==> src/design/i2crtc_pkg.sv <==
// Shared constants, codes and helpers for the I2C clock-chip sequencer.
package i2crtc_pkg;

	localparam int unsigned XFER_BYTES = 3;
	localparam logic [1:0] XFER_CNT = 2'(XFER_BYTES);

	localparam logic [7:0] DEV_ADDR = 8'hD0;

	// Controller control bits
	localparam logic [6:0] F_STA = 7'h20;
	localparam logic [6:0] F_STO = 7'h10;
	localparam logic [6:0] F_SI  = 7'h08;
	localparam logic [6:0] F_AA  = 7'h04;

	typedef enum logic [1:0] {
		OP_START_WR = 2'd0,
		OP_START_RD = 2'd1,
		OP_STATUS   = 2'd2,
		OP_NONE     = 2'd3
	} op_t;

	// Bus controller status codes
	localparam logic [7:0] ST_BUS_ERR   = 8'h00;
	localparam logic [7:0] ST_START     = 8'h08;
	localparam logic [7:0] ST_RSTART    = 8'h10;
	localparam logic [7:0] ST_SLAW_ACK  = 8'h18;
	localparam logic [7:0] ST_SLAW_NACK = 8'h20;
	localparam logic [7:0] ST_DATA_ACK  = 8'h28;
	localparam logic [7:0] ST_DATA_NACK = 8'h30;
	localparam logic [7:0] ST_ARB_LOST  = 8'h38;
	localparam logic [7:0] ST_SLAR_ACK  = 8'h40;
	localparam logic [7:0] ST_SLAR_NACK = 8'h48;
	localparam logic [7:0] ST_RX_ACK    = 8'h50;
	localparam logic [7:0] ST_RX_NACK   = 8'h58;

	// BCD byte with three-bit tens field
	function automatic logic [6:0] bcd_tens3(input logic [7:0] b);
		logic [6:0] tens;
		tens = {4'd0, b[6:4]};
		return {3'd0, b[3:0]} + (tens << 3) + (tens << 1);
	endfunction

	// BCD byte with two-bit tens field
	function automatic logic [5:0] bcd_tens2(input logic [7:0] b);
		logic [5:0] tens;
		tens = {4'd0, b[5:4]};
		return {2'd0, b[3:0]} + (tens << 3) + (tens << 1);
	endfunction

endpackage

==> src/design/i2c_rtc_register_sequencer.sv <==
// I2C master sequencer for a clock chip: start commands and bus status decode.
//
//  channel  | beat contents                                          | flow
//  ---------+--------------------------------------------------------+-----------------------
//  in       | opcode, bus_status, rx_byte, reg_address, wbyte0..2    | in_valid / in_stall
//  out      | ctrl_set, ctrl_clear, tx_valid, tx_byte, read_done,    | out_valid / out_stall
//           | value0..2                                              |
//
// One result beat per input beat. An input beat lands in the _s1 register, then
// the decode runs on it against the sequencer state and the result is caught in
// the output register; one beat per cycle while out_stall does not hold it.
// Sequencer state is updated as the beat moves from _s1 to the output register,
// so beats are handled strictly in order.
// in_stall rises only when _s1 is full and the output register is held by
// out_stall; the output register frees _s1 in the same cycle it is taken.
// arst_n clears valids and sequencer state but loads recv_left_q with XFER_CNT; byte buffers are not reset.
module i2c_rtc_register_sequencer (
	input  logic       clk,
	input  logic       arst_n,
	input  logic       in_valid,
	output logic       in_stall,
	input  logic [1:0] opcode,
	input  logic [7:0] bus_status,
	input  logic [7:0] rx_byte,
	input  logic [7:0] reg_address,
	input  logic [7:0] wbyte0,
	input  logic [7:0] wbyte1,
	input  logic [7:0] wbyte2,
	output logic       out_valid,
	input  logic       out_stall,
	output logic [6:0] ctrl_set,
	output logic [6:0] ctrl_clear,
	output logic       tx_valid,
	output logic [7:0] tx_byte,
	output logic       read_done,
	output logic [6:0] value0,
	output logic [6:0] value1,
	output logic [5:0] value2
);
	import i2crtc_pkg::*;

	// input stage
	logic       valid_s1;
	op_t        op_s1;
	logic [7:0] status_s1, rx_s1, reg_s1, wb0_s1, wb1_s1, wb2_s1;

	// sequencer state
	logic       read_bit_q, is_read_q, done_q;
	logic [7:0] target_q;
	logic [7:0] send_buf_q [3];
	logic [7:0] recv_buf_q [3];
	logic [1:0] send_idx_q, send_left_q, recv_idx_q, recv_left_q;

	// output register
	logic       out_valid_q;
	logic [6:0] set_q, clr_q, v0_q, v1_q;
	logic       txv_q, rd_q;
	logic [7:0] txb_q;
	logic [5:0] v2_q;

	logic advance, take_in;
	assign advance  = valid_s1 && (!out_valid_q || !out_stall);
	assign in_stall = valid_s1 && !advance;
	assign take_in  = in_valid && !in_stall;

	// next-state and result decode
	logic       n_read_bit, n_is_read, n_done;
	logic [7:0] n_target;
	logic [1:0] n_send_idx, n_send_left, n_recv_idx, n_recv_left;
	logic       wr_send, wr_recv;
	logic [7:0] recv_new [3];
	logic [6:0] c_set, c_clr, c_v0, c_v1;
	logic       c_txv, c_rd;
	logic [7:0] c_txb;
	logic [5:0] c_v2;
	logic [1:0] send_sel;

	always_comb begin
		n_read_bit  = read_bit_q;
		n_is_read   = is_read_q;
		n_done      = done_q;
		n_target    = target_q;
		n_send_idx  = send_idx_q;
		n_send_left = send_left_q;
		n_recv_idx  = recv_idx_q;
		n_recv_left = recv_left_q;
		wr_send     = 1'b0;
		wr_recv     = 1'b0;
		c_set = '0;
		c_clr = '0;
		c_txv = 1'b0;
		c_txb = '0;
		c_rd  = 1'b0;
		c_v0  = '0;
		c_v1  = '0;
		c_v2  = '0;
		send_sel = (send_idx_q == 2'd3) ? 2'd2 : send_idx_q;
		for (int i = 0; i < 3; i++) begin
			recv_new[i] = recv_buf_q[i];
		end

		unique case (op_s1)
			OP_START_WR, OP_START_RD: begin
				n_read_bit  = 1'b0;
				n_done      = 1'b0;
				n_target    = reg_s1;
				n_send_idx  = '0;
				n_recv_idx  = '0;
				n_recv_left = XFER_CNT;
				if (op_s1 == OP_START_WR) begin
					wr_send     = 1'b1;
					n_send_left = XFER_CNT;
					n_is_read   = 1'b0;
				end else begin
					n_send_left = '0;
					n_is_read   = 1'b1;
				end
				c_set = F_STA;
				c_clr = F_STA | F_SI | F_AA;
			end
			OP_STATUS: begin
				c_clr = F_SI;
				unique case (status_s1)
					ST_BUS_ERR, ST_DATA_NACK, ST_SLAR_NACK: c_set = F_STO | F_AA;
					ST_START, ST_RSTART: begin
						c_txv = 1'b1;
						c_txb = DEV_ADDR | {7'd0, read_bit_q};
						c_clr = F_STA | F_SI;
					end
					ST_SLAW_ACK: begin
						c_txv = 1'b1;
						c_txb = target_q;
					end
					ST_SLAW_NACK: c_set = F_STO;
					ST_DATA_ACK: begin
						if (send_left_q == '0) begin
							if (is_read_q) begin
								n_read_bit = 1'b1;
								c_set      = F_STA;
							end else begin
								c_set = F_STO;
							end
						end else begin
							c_txv = 1'b1;
							c_txb = send_buf_q[send_sel];
							if (send_idx_q < 2'd2) n_send_idx = send_idx_q + 2'd1;
							n_send_left = send_left_q - 2'd1;
						end
					end
					ST_ARB_LOST: c_set = F_STA | F_AA;
					ST_SLAR_ACK: begin
						c_set = F_AA;
						if (recv_left_q != '0) n_recv_left = recv_left_q - 2'd1;
					end
					ST_RX_ACK: begin
						wr_recv = 1'b1;
						if (recv_idx_q != 2'd3) n_recv_idx = recv_idx_q + 2'd1;
						if (recv_left_q != '0) n_recv_left = recv_left_q - 2'd1;
						if (n_recv_left == '0) c_clr = F_SI | F_AA;
						else c_set = F_AA;
					end
					ST_RX_NACK: begin
						wr_recv = 1'b1;
						c_set   = F_STO | F_AA;
						n_done  = 1'b1;
						c_rd    = 1'b1;
					end
					default: ;
				endcase
			end
			default: ;
		endcase

		// received byte bypasses into the decode of the final beat
		if (wr_recv && recv_idx_q != 2'd3) recv_new[recv_idx_q] = rx_s1;
		if (c_rd) begin
			c_v0 = bcd_tens3(recv_new[0]);
			c_v1 = bcd_tens3(recv_new[1]);
			c_v2 = bcd_tens2(recv_new[2]);
		end
	end

	always_ff @(posedge clk or negedge arst_n) begin
		if (!arst_n) begin
			valid_s1    <= 1'b0;
			out_valid_q <= 1'b0;
			read_bit_q  <= 1'b0;
			is_read_q   <= 1'b0;
			done_q      <= 1'b0;
			target_q    <= '0;
			send_idx_q  <= '0;
			send_left_q <= '0;
			recv_idx_q  <= '0;
			recv_left_q <= XFER_CNT;
		end else begin
			if (take_in) valid_s1 <= 1'b1;
			else if (advance) valid_s1 <= 1'b0;
			if (advance) out_valid_q <= 1'b1;
			else if (!out_stall) out_valid_q <= 1'b0;
			if (advance) begin
				read_bit_q  <= n_read_bit;
				is_read_q   <= n_is_read;
				done_q      <= n_done;
				target_q    <= n_target;
				send_idx_q  <= n_send_idx;
				send_left_q <= n_send_left;
				recv_idx_q  <= n_recv_idx;
				recv_left_q <= n_recv_left;
			end
		end
	end

	// payload registers, no reset
	always_ff @(posedge clk) begin
		if (take_in) begin
			op_s1     <= op_t'(opcode);
			status_s1 <= bus_status;
			rx_s1     <= rx_byte;
			reg_s1    <= reg_address;
			wb0_s1    <= wbyte0;
			wb1_s1    <= wbyte1;
			wb2_s1    <= wbyte2;
		end
		if (advance) begin
			if (wr_send) begin
				send_buf_q[0] <= wb0_s1;
				send_buf_q[1] <= wb1_s1;
				send_buf_q[2] <= wb2_s1;
			end
			for (int i = 0; i < 3; i++) begin
				recv_buf_q[i] <= recv_new[i];
			end
			set_q <= c_set;
			clr_q <= c_clr;
			txv_q <= c_txv;
			txb_q <= c_txb;
			rd_q  <= c_rd;
			v0_q  <= c_v0;
			v1_q  <= c_v1;
			v2_q  <= c_v2;
		end
	end

	assign out_valid  = out_valid_q;
	assign ctrl_set   = set_q;
	assign ctrl_clear = clr_q;
	assign tx_valid   = txv_q;
	assign tx_byte    = txb_q;
	assign read_done  = rd_q;
	assign value0     = v0_q;
	assign value1     = v1_q;
	assign value2     = v2_q;

endmodule
==> config.mk <==
export PLATFORM = sky130hd
export DESIGN_NAME = i2c_rtc_register_sequencer
export DESIGN_NICKNAME = d
export VERILOG_FILES = /design/src/design/i2crtc_pkg.sv /design/src/design/i2c_rtc_register_sequencer.sv
export SDC_FILE = /design/constraint.sdc
export NUM_CORES = 1
export LEC_CHECK = 0
export BUFFER_PORTS_ARGS = -buffer_cell sky130_fd_sc_hd__buf_2
export CAP_MARGIN = 10
export CORE_MARGIN = 5
export CORE_UTILIZATION = 50
export CTS_CLUSTER_SIZE = 24
export DETAILED_ROUTE_END_ITERATION = 12
export PLACE_DENSITY = 0.72
export REMOVE_ABC_BUFFERS = 1
export SKIP_CTS_REPAIR_TIMING = 1
export SLEW_MARGIN = 20
export SYNTH_ARGS = -nofsm -noshare
export SYNTH_HDL_FRONTEND = slang
export SYNTH_SLANG_ARGS = --single-unit
export TNS_END_PERCENT = 100
==> constraint.sdc <==
create_clock -name clk -period 7.86 [get_ports clk]
set_input_delay 0.393 -clock clk [delete_from_list [all_inputs] [get_ports clk]]
set_output_delay 0.393 -clock clk [all_outputs]
set_load 0.02 [all_outputs]
Word-level counts from Yosys, hierarchy flattened. Memories as Yosys holds them, arrays and structs flattened. Index checks and enable logic that the tools add are counted.

Memories kept: 2. Flip-flop bits (word level): 114. RAM bits: 48. Output and inout port bits: 46. Word-level logic and storage cells: 145. Input bits: 54.

Equal/unequal tests: 24. Bitwise gates (word level): 1. Muxes and demuxes: 53. Reductions and logical operators: 28. $lt $le $gt $ge: 3. $add $sub $neg: 10.

Memories: recv_buf_q (words 3, width 8, read ports 3, clocked after memory_dff 0, wr ports 3, line i2c_rtc_register_sequencer.sv:51) `logic [7:0] recv_buf_q [3];`; send_buf_q (words 3, width 8, read ports 1, clocked after memory_dff 0, wr ports 3, line i2c_rtc_register_sequencer.sv:50) `logic [7:0] send_buf_q [3];`.

Operators by type and width (count): $pmux W6 S2 (3); $pmux W6 S6 (1); $eq A8 B6 Y1 const B (4); $eq A8 B7 Y1 const B (4); $bwmux W24 (1); $mux W2 (12); $mux W24 (1); $pmux W8 S3 (1); $mux W1 (20); $pmux W2 S2 (5); $demux W8 S2 (1); $eq A8 B5 Y1 const B (2); $mux W8 (2); $add A4 B6 Y7 (2); $add A7 B4 Y7 (2); $ne A2 B2 Y1 const B (7); $mux W6 (2); $reduce_and A5 Y1 (2); $eq A8 B4 Y1 const B (1); $logic_not A8 Y1 (1); $reduce_and A4 Y1 (2); $add A4 B5 Y6 (1); $add A6 B3 Y6 (1); $logic_not A2 Y1 (3); 21 further kinds (38).

Longest topological paths before layout.
Word-level depth: 9. Depth in mapped cells: 12. Mapped depth without buffers: 12.

Worst setup path before layout. Ideal clock, no wire load.

Path kind: reg2reg. Start point: reg status_s1[2]. End point: reg v0_q[5], in the netlist value0[5], data pin. Period minus slack after synthesis: 3.301 ns. Required time: 7.594 ns. Buffers on the path: 0. Setup time: 0.266 ns. Cell stages (with the launch flop): 11. Arrival: 3.035 ns. Setup slack: 4.559 ns. Cells stage by stage: edfxtp_1 or3_1 nor4_4 mux2i_1 inv_1 fa_1 ha_1 a21o_1 a21oi_1 xnor2_1 nor2_1.

RTL lines: start: declaration (line i2c_rtc_register_sequencer.sv:45) `logic [7:0] status_s1, rx_s1, reg_s1, wb0_s1, wb1_s1, wb2_s1;`; start signal: assignment (line i2c_rtc_register_sequencer.sv:217) `status_s1 <= bus_status;`; end signal: assignment (line i2c_rtc_register_sequencer.sv:238) `v0_q <= c_v0;`; end: declaration (line i2c_rtc_register_sequencer.sv:56) `logic [6:0] set_q, clr_q, v0_q, v1_q;`.

==> results.tsv <==
metric	value	unit
Setup TNS	0	ns
CP max-delay cell	nand4_1	
Hold Path Sink	rx_s1[6]	
Worst-path clk slew	0.06	ns
Setup CP Type	reg -> reg	
Max clock buf depth	2	
Top Registers	send_buf_q x24, recv_buf_q x20	
status	finished, final reports clean	
Worst Skew	0.0107	ns
CTS tree	done	
PortBufs	90	
total design power	2.02	mW
number of routed nets with antenna violations	0	
vias in the first global route	3568	
Internal Power	1.55	mW
post-placement cell count	669	
routed vias/inst	5.09	
max cap viols	0	
Peak supply drop	205	uV
largest net degree at the start of global routing	50	
Final Non-Filler Cells	702	
RSZ-0062 raised after global routing	no	
initial antenna violation count	0	
r2r endpoint	value1[5]	
max FFs per register	24	
WP data required	8.01	ns
Peak Freq	272	MHz
worst-skew pair later-pin latency	0.42	ns
fin crit period	3.68	ns
P per Cell Area	267	nW/um^2
Final Hold Viols	0	
clock buffer count from CTS	17	
sequential area share after synthesis	69.4	%
# IOs	100	
gr usage total	16.1	%
min-delay src	rx_byte[6]	
total grt overflow	0	
First-pass DRT Iterations	8	
Final nets	596	
layout cells sized above 1	30.9	%
core area	12500	sq um
Syn. warnings	0	
R2R cell count	10	
Hold WC Path Type	in -> reg	
CP Cell Sequence	nor3_1 -> nand4_1 -> mux2i_1 -> inv_1 -> fa_1 -> ha_1 -> a21o_1 -> a21oi_1 -> xnor2_1 -> nor2_1	
Synth Area per Inst	15.2	sq um
register share of total power	47.4	%
final HPWL from detailed placement	7750	um
first-pass GRT wire length	17700	um
Synth Instances	416	
Largest Register	send_buf_q	
commonest non-fill, non-tap cell in the layout	edfxtp_1	
drt drc	0	
#FFs+latches synth	149	
startpoint types	flip-flop	
WP data arrival	3.83	ns
Setup WS post-layout	4.18	ns
Die Y-Extent	122	um
Final Max Slew Viols	0	
Initial Util	50.4	%
final-report setup violation count	0	
root buf cell	clkbuf_16	
routability cong.	0.883	
Post-synth EDFFs	129	
static leakage	2.97	nW
drt total wl	11100	um
number of diodes	0	
Least-Margin Pin Slew	1.10	ns
Area Growth Syn to Fin	20.1	%
R2R Setup Slk	4.18	ns
Wirelength per Cell	15.9	um
crit path max fanout	7	
Setup crit end kind	flip-flop	
R2R Path Start	status_s1[2]	
Top FF cell, synth	edfxtp_1	
Sw Share	23.4	%
die area	15000	sq um
# H-tree levels	4	
Post-synth ARST share	13.4	%
Core Rows	41	
logic gate share of total power	9.8	%
netlist area before placement	6310	sq um
slowest cell delay on critical path	0.57	ns
width of the die	122	um
commonest cells after routing, fill and taps aside	edfxtp_1, buf_2, mux2_2, nor2_1, inv_1	
vias	3575	
initial detailed-routing violation count	211	
Tcrit/Tclk final	46.8	%
relative slew slack	26.6	%
Distinct cells, synth	50	
worst hold stages	1	
dpl ws	4.18	ns
Clk pwr share	42.8	%
CTS sink cnt	149	
sw power	0.473	mW
-- worst max path at each step --
stage,end,slack [ns],cells past startpoint,startpoint
after floorplan,value0[5],4.56,10,status_s1[2]
after global placement,value0[5],4.24,10,status_s1[2]
after detailed placement,value1[5],4.18,10,status_s1[2]
after CTS,value1[5],4.16,10,status_s1[2]
after global routing,value1[5],3.93,10,status_s1[2]
final,value1[5],4.18,10,status_s1[2]
-- logic make-up (layout without fill, tap and decap cells) --
| logic type | Yosys count | in the layout | share of synthesized area (%) |
|---|---|---|---|
| simple gates | 99 | 99 | 8.87 |
| other cells | 1 | 8 | 0.0594 |
| mux | 40 | 40 | 6.88 |
| flops | 149 | 149 | 69.4 |
| compound gates | 52 | 52 | 5.22 |
| buf+inv | 43 | 150 | 3.07 |
| fa+ha+maj | 25 | 25 | 5.55 |
| xor+xnor | 7 | 7 | 0.972 |
-- synthesized netlist by cell type, types with 3 or more instances --
master      n  area share, %
nor3_1     10           0.79
ha_1       20            4.0
a221oi_1    3           0.42
inv_1      24            1.4
dfrtp_1    18            7.1
edfxtp_1  129             61
xnor2_1     5           0.69
nand2_1    17            1.0
and2_1     10           0.99
or4_1       3           0.36
nand4_1     3           0.30
fa_1        5            1.6
nand3_1     5           0.40
a21oi_1    16            1.3
buf_4       8           0.95
a21o_1      4           0.48
clkbuf_1    9           0.54
mux2i_1    13            2.1
nand2b_1    4           0.40
a22oi_1     5           0.60
nor2b_1     6           0.60
nor2_1     25            1.5
mux2_2     27            4.8
o21ai_0    13            1.0
-- area by class of cell --
cell class / instances / area [sq um]
repair buffers: 94 / 483
flip-flops and latches: 149 / 4380
clock buffers: 17 / 425
clock inverters: 15 / 216
multi-input cells: 231 / 1770
fillers: 984 / 4940
inverters: 24 / 90.1
well taps: 172 / 215
-- routing by layer --
metal | global-route usage [%] | share of wire [%] | wire length (um)
met1 | 20.1 | 43 | 4790
met2 | 25.9 | 49 | 5430
met3 | 5.21 | 7.2 | 800
met4 | 6.79 | 1.1 | 121
met5 | 0 | 0 | 0
-- worst max-delay path, delay by kind of cell, from the launching register on --
family | cells | cell delay, ns
AO/OA/AOI/OAI | 2 | 0.33
adder cells (fa/ha/maj) | 2 | 0.81
AND/OR/NAND/NOR | 3 | 1.14
XOR/XNOR | 1 | 0.13
flip-flops | 1 | 0.44
buffers and inverters | 1 | 0.12
multiplexers | 1 | 0.44
-- per-stage QoR --
stage	hold slack, ns	instance area (sq um)	utilization [%]
finish	0.146	7580	60.5
global route	0.116	7580	60.5
CTS	-0.0787	7570	60.5
detailed placement	0.390	6930	55.3
global placement	0.372	6930	55.3
floorplan	0.0974	6230	-
-- power by group through the flow --
stage | sequential [mW] | clock (mW) | combinational [mW]
3_5_place_dp | 0.973 | 0 | 0.200
3_3_place_gp | 0.971 | 0 | 0.190
5_1_grt | 0.964 | 0.923 | 0.221
4_1_cts | 0.958 | 0.883 | 0.201
2_1_floorplan | 0.982 | 0 | 0.123
6_report | 0.958 | 0.866 | 0.197
No activity file was read; power rests on OpenSTA's default activity.
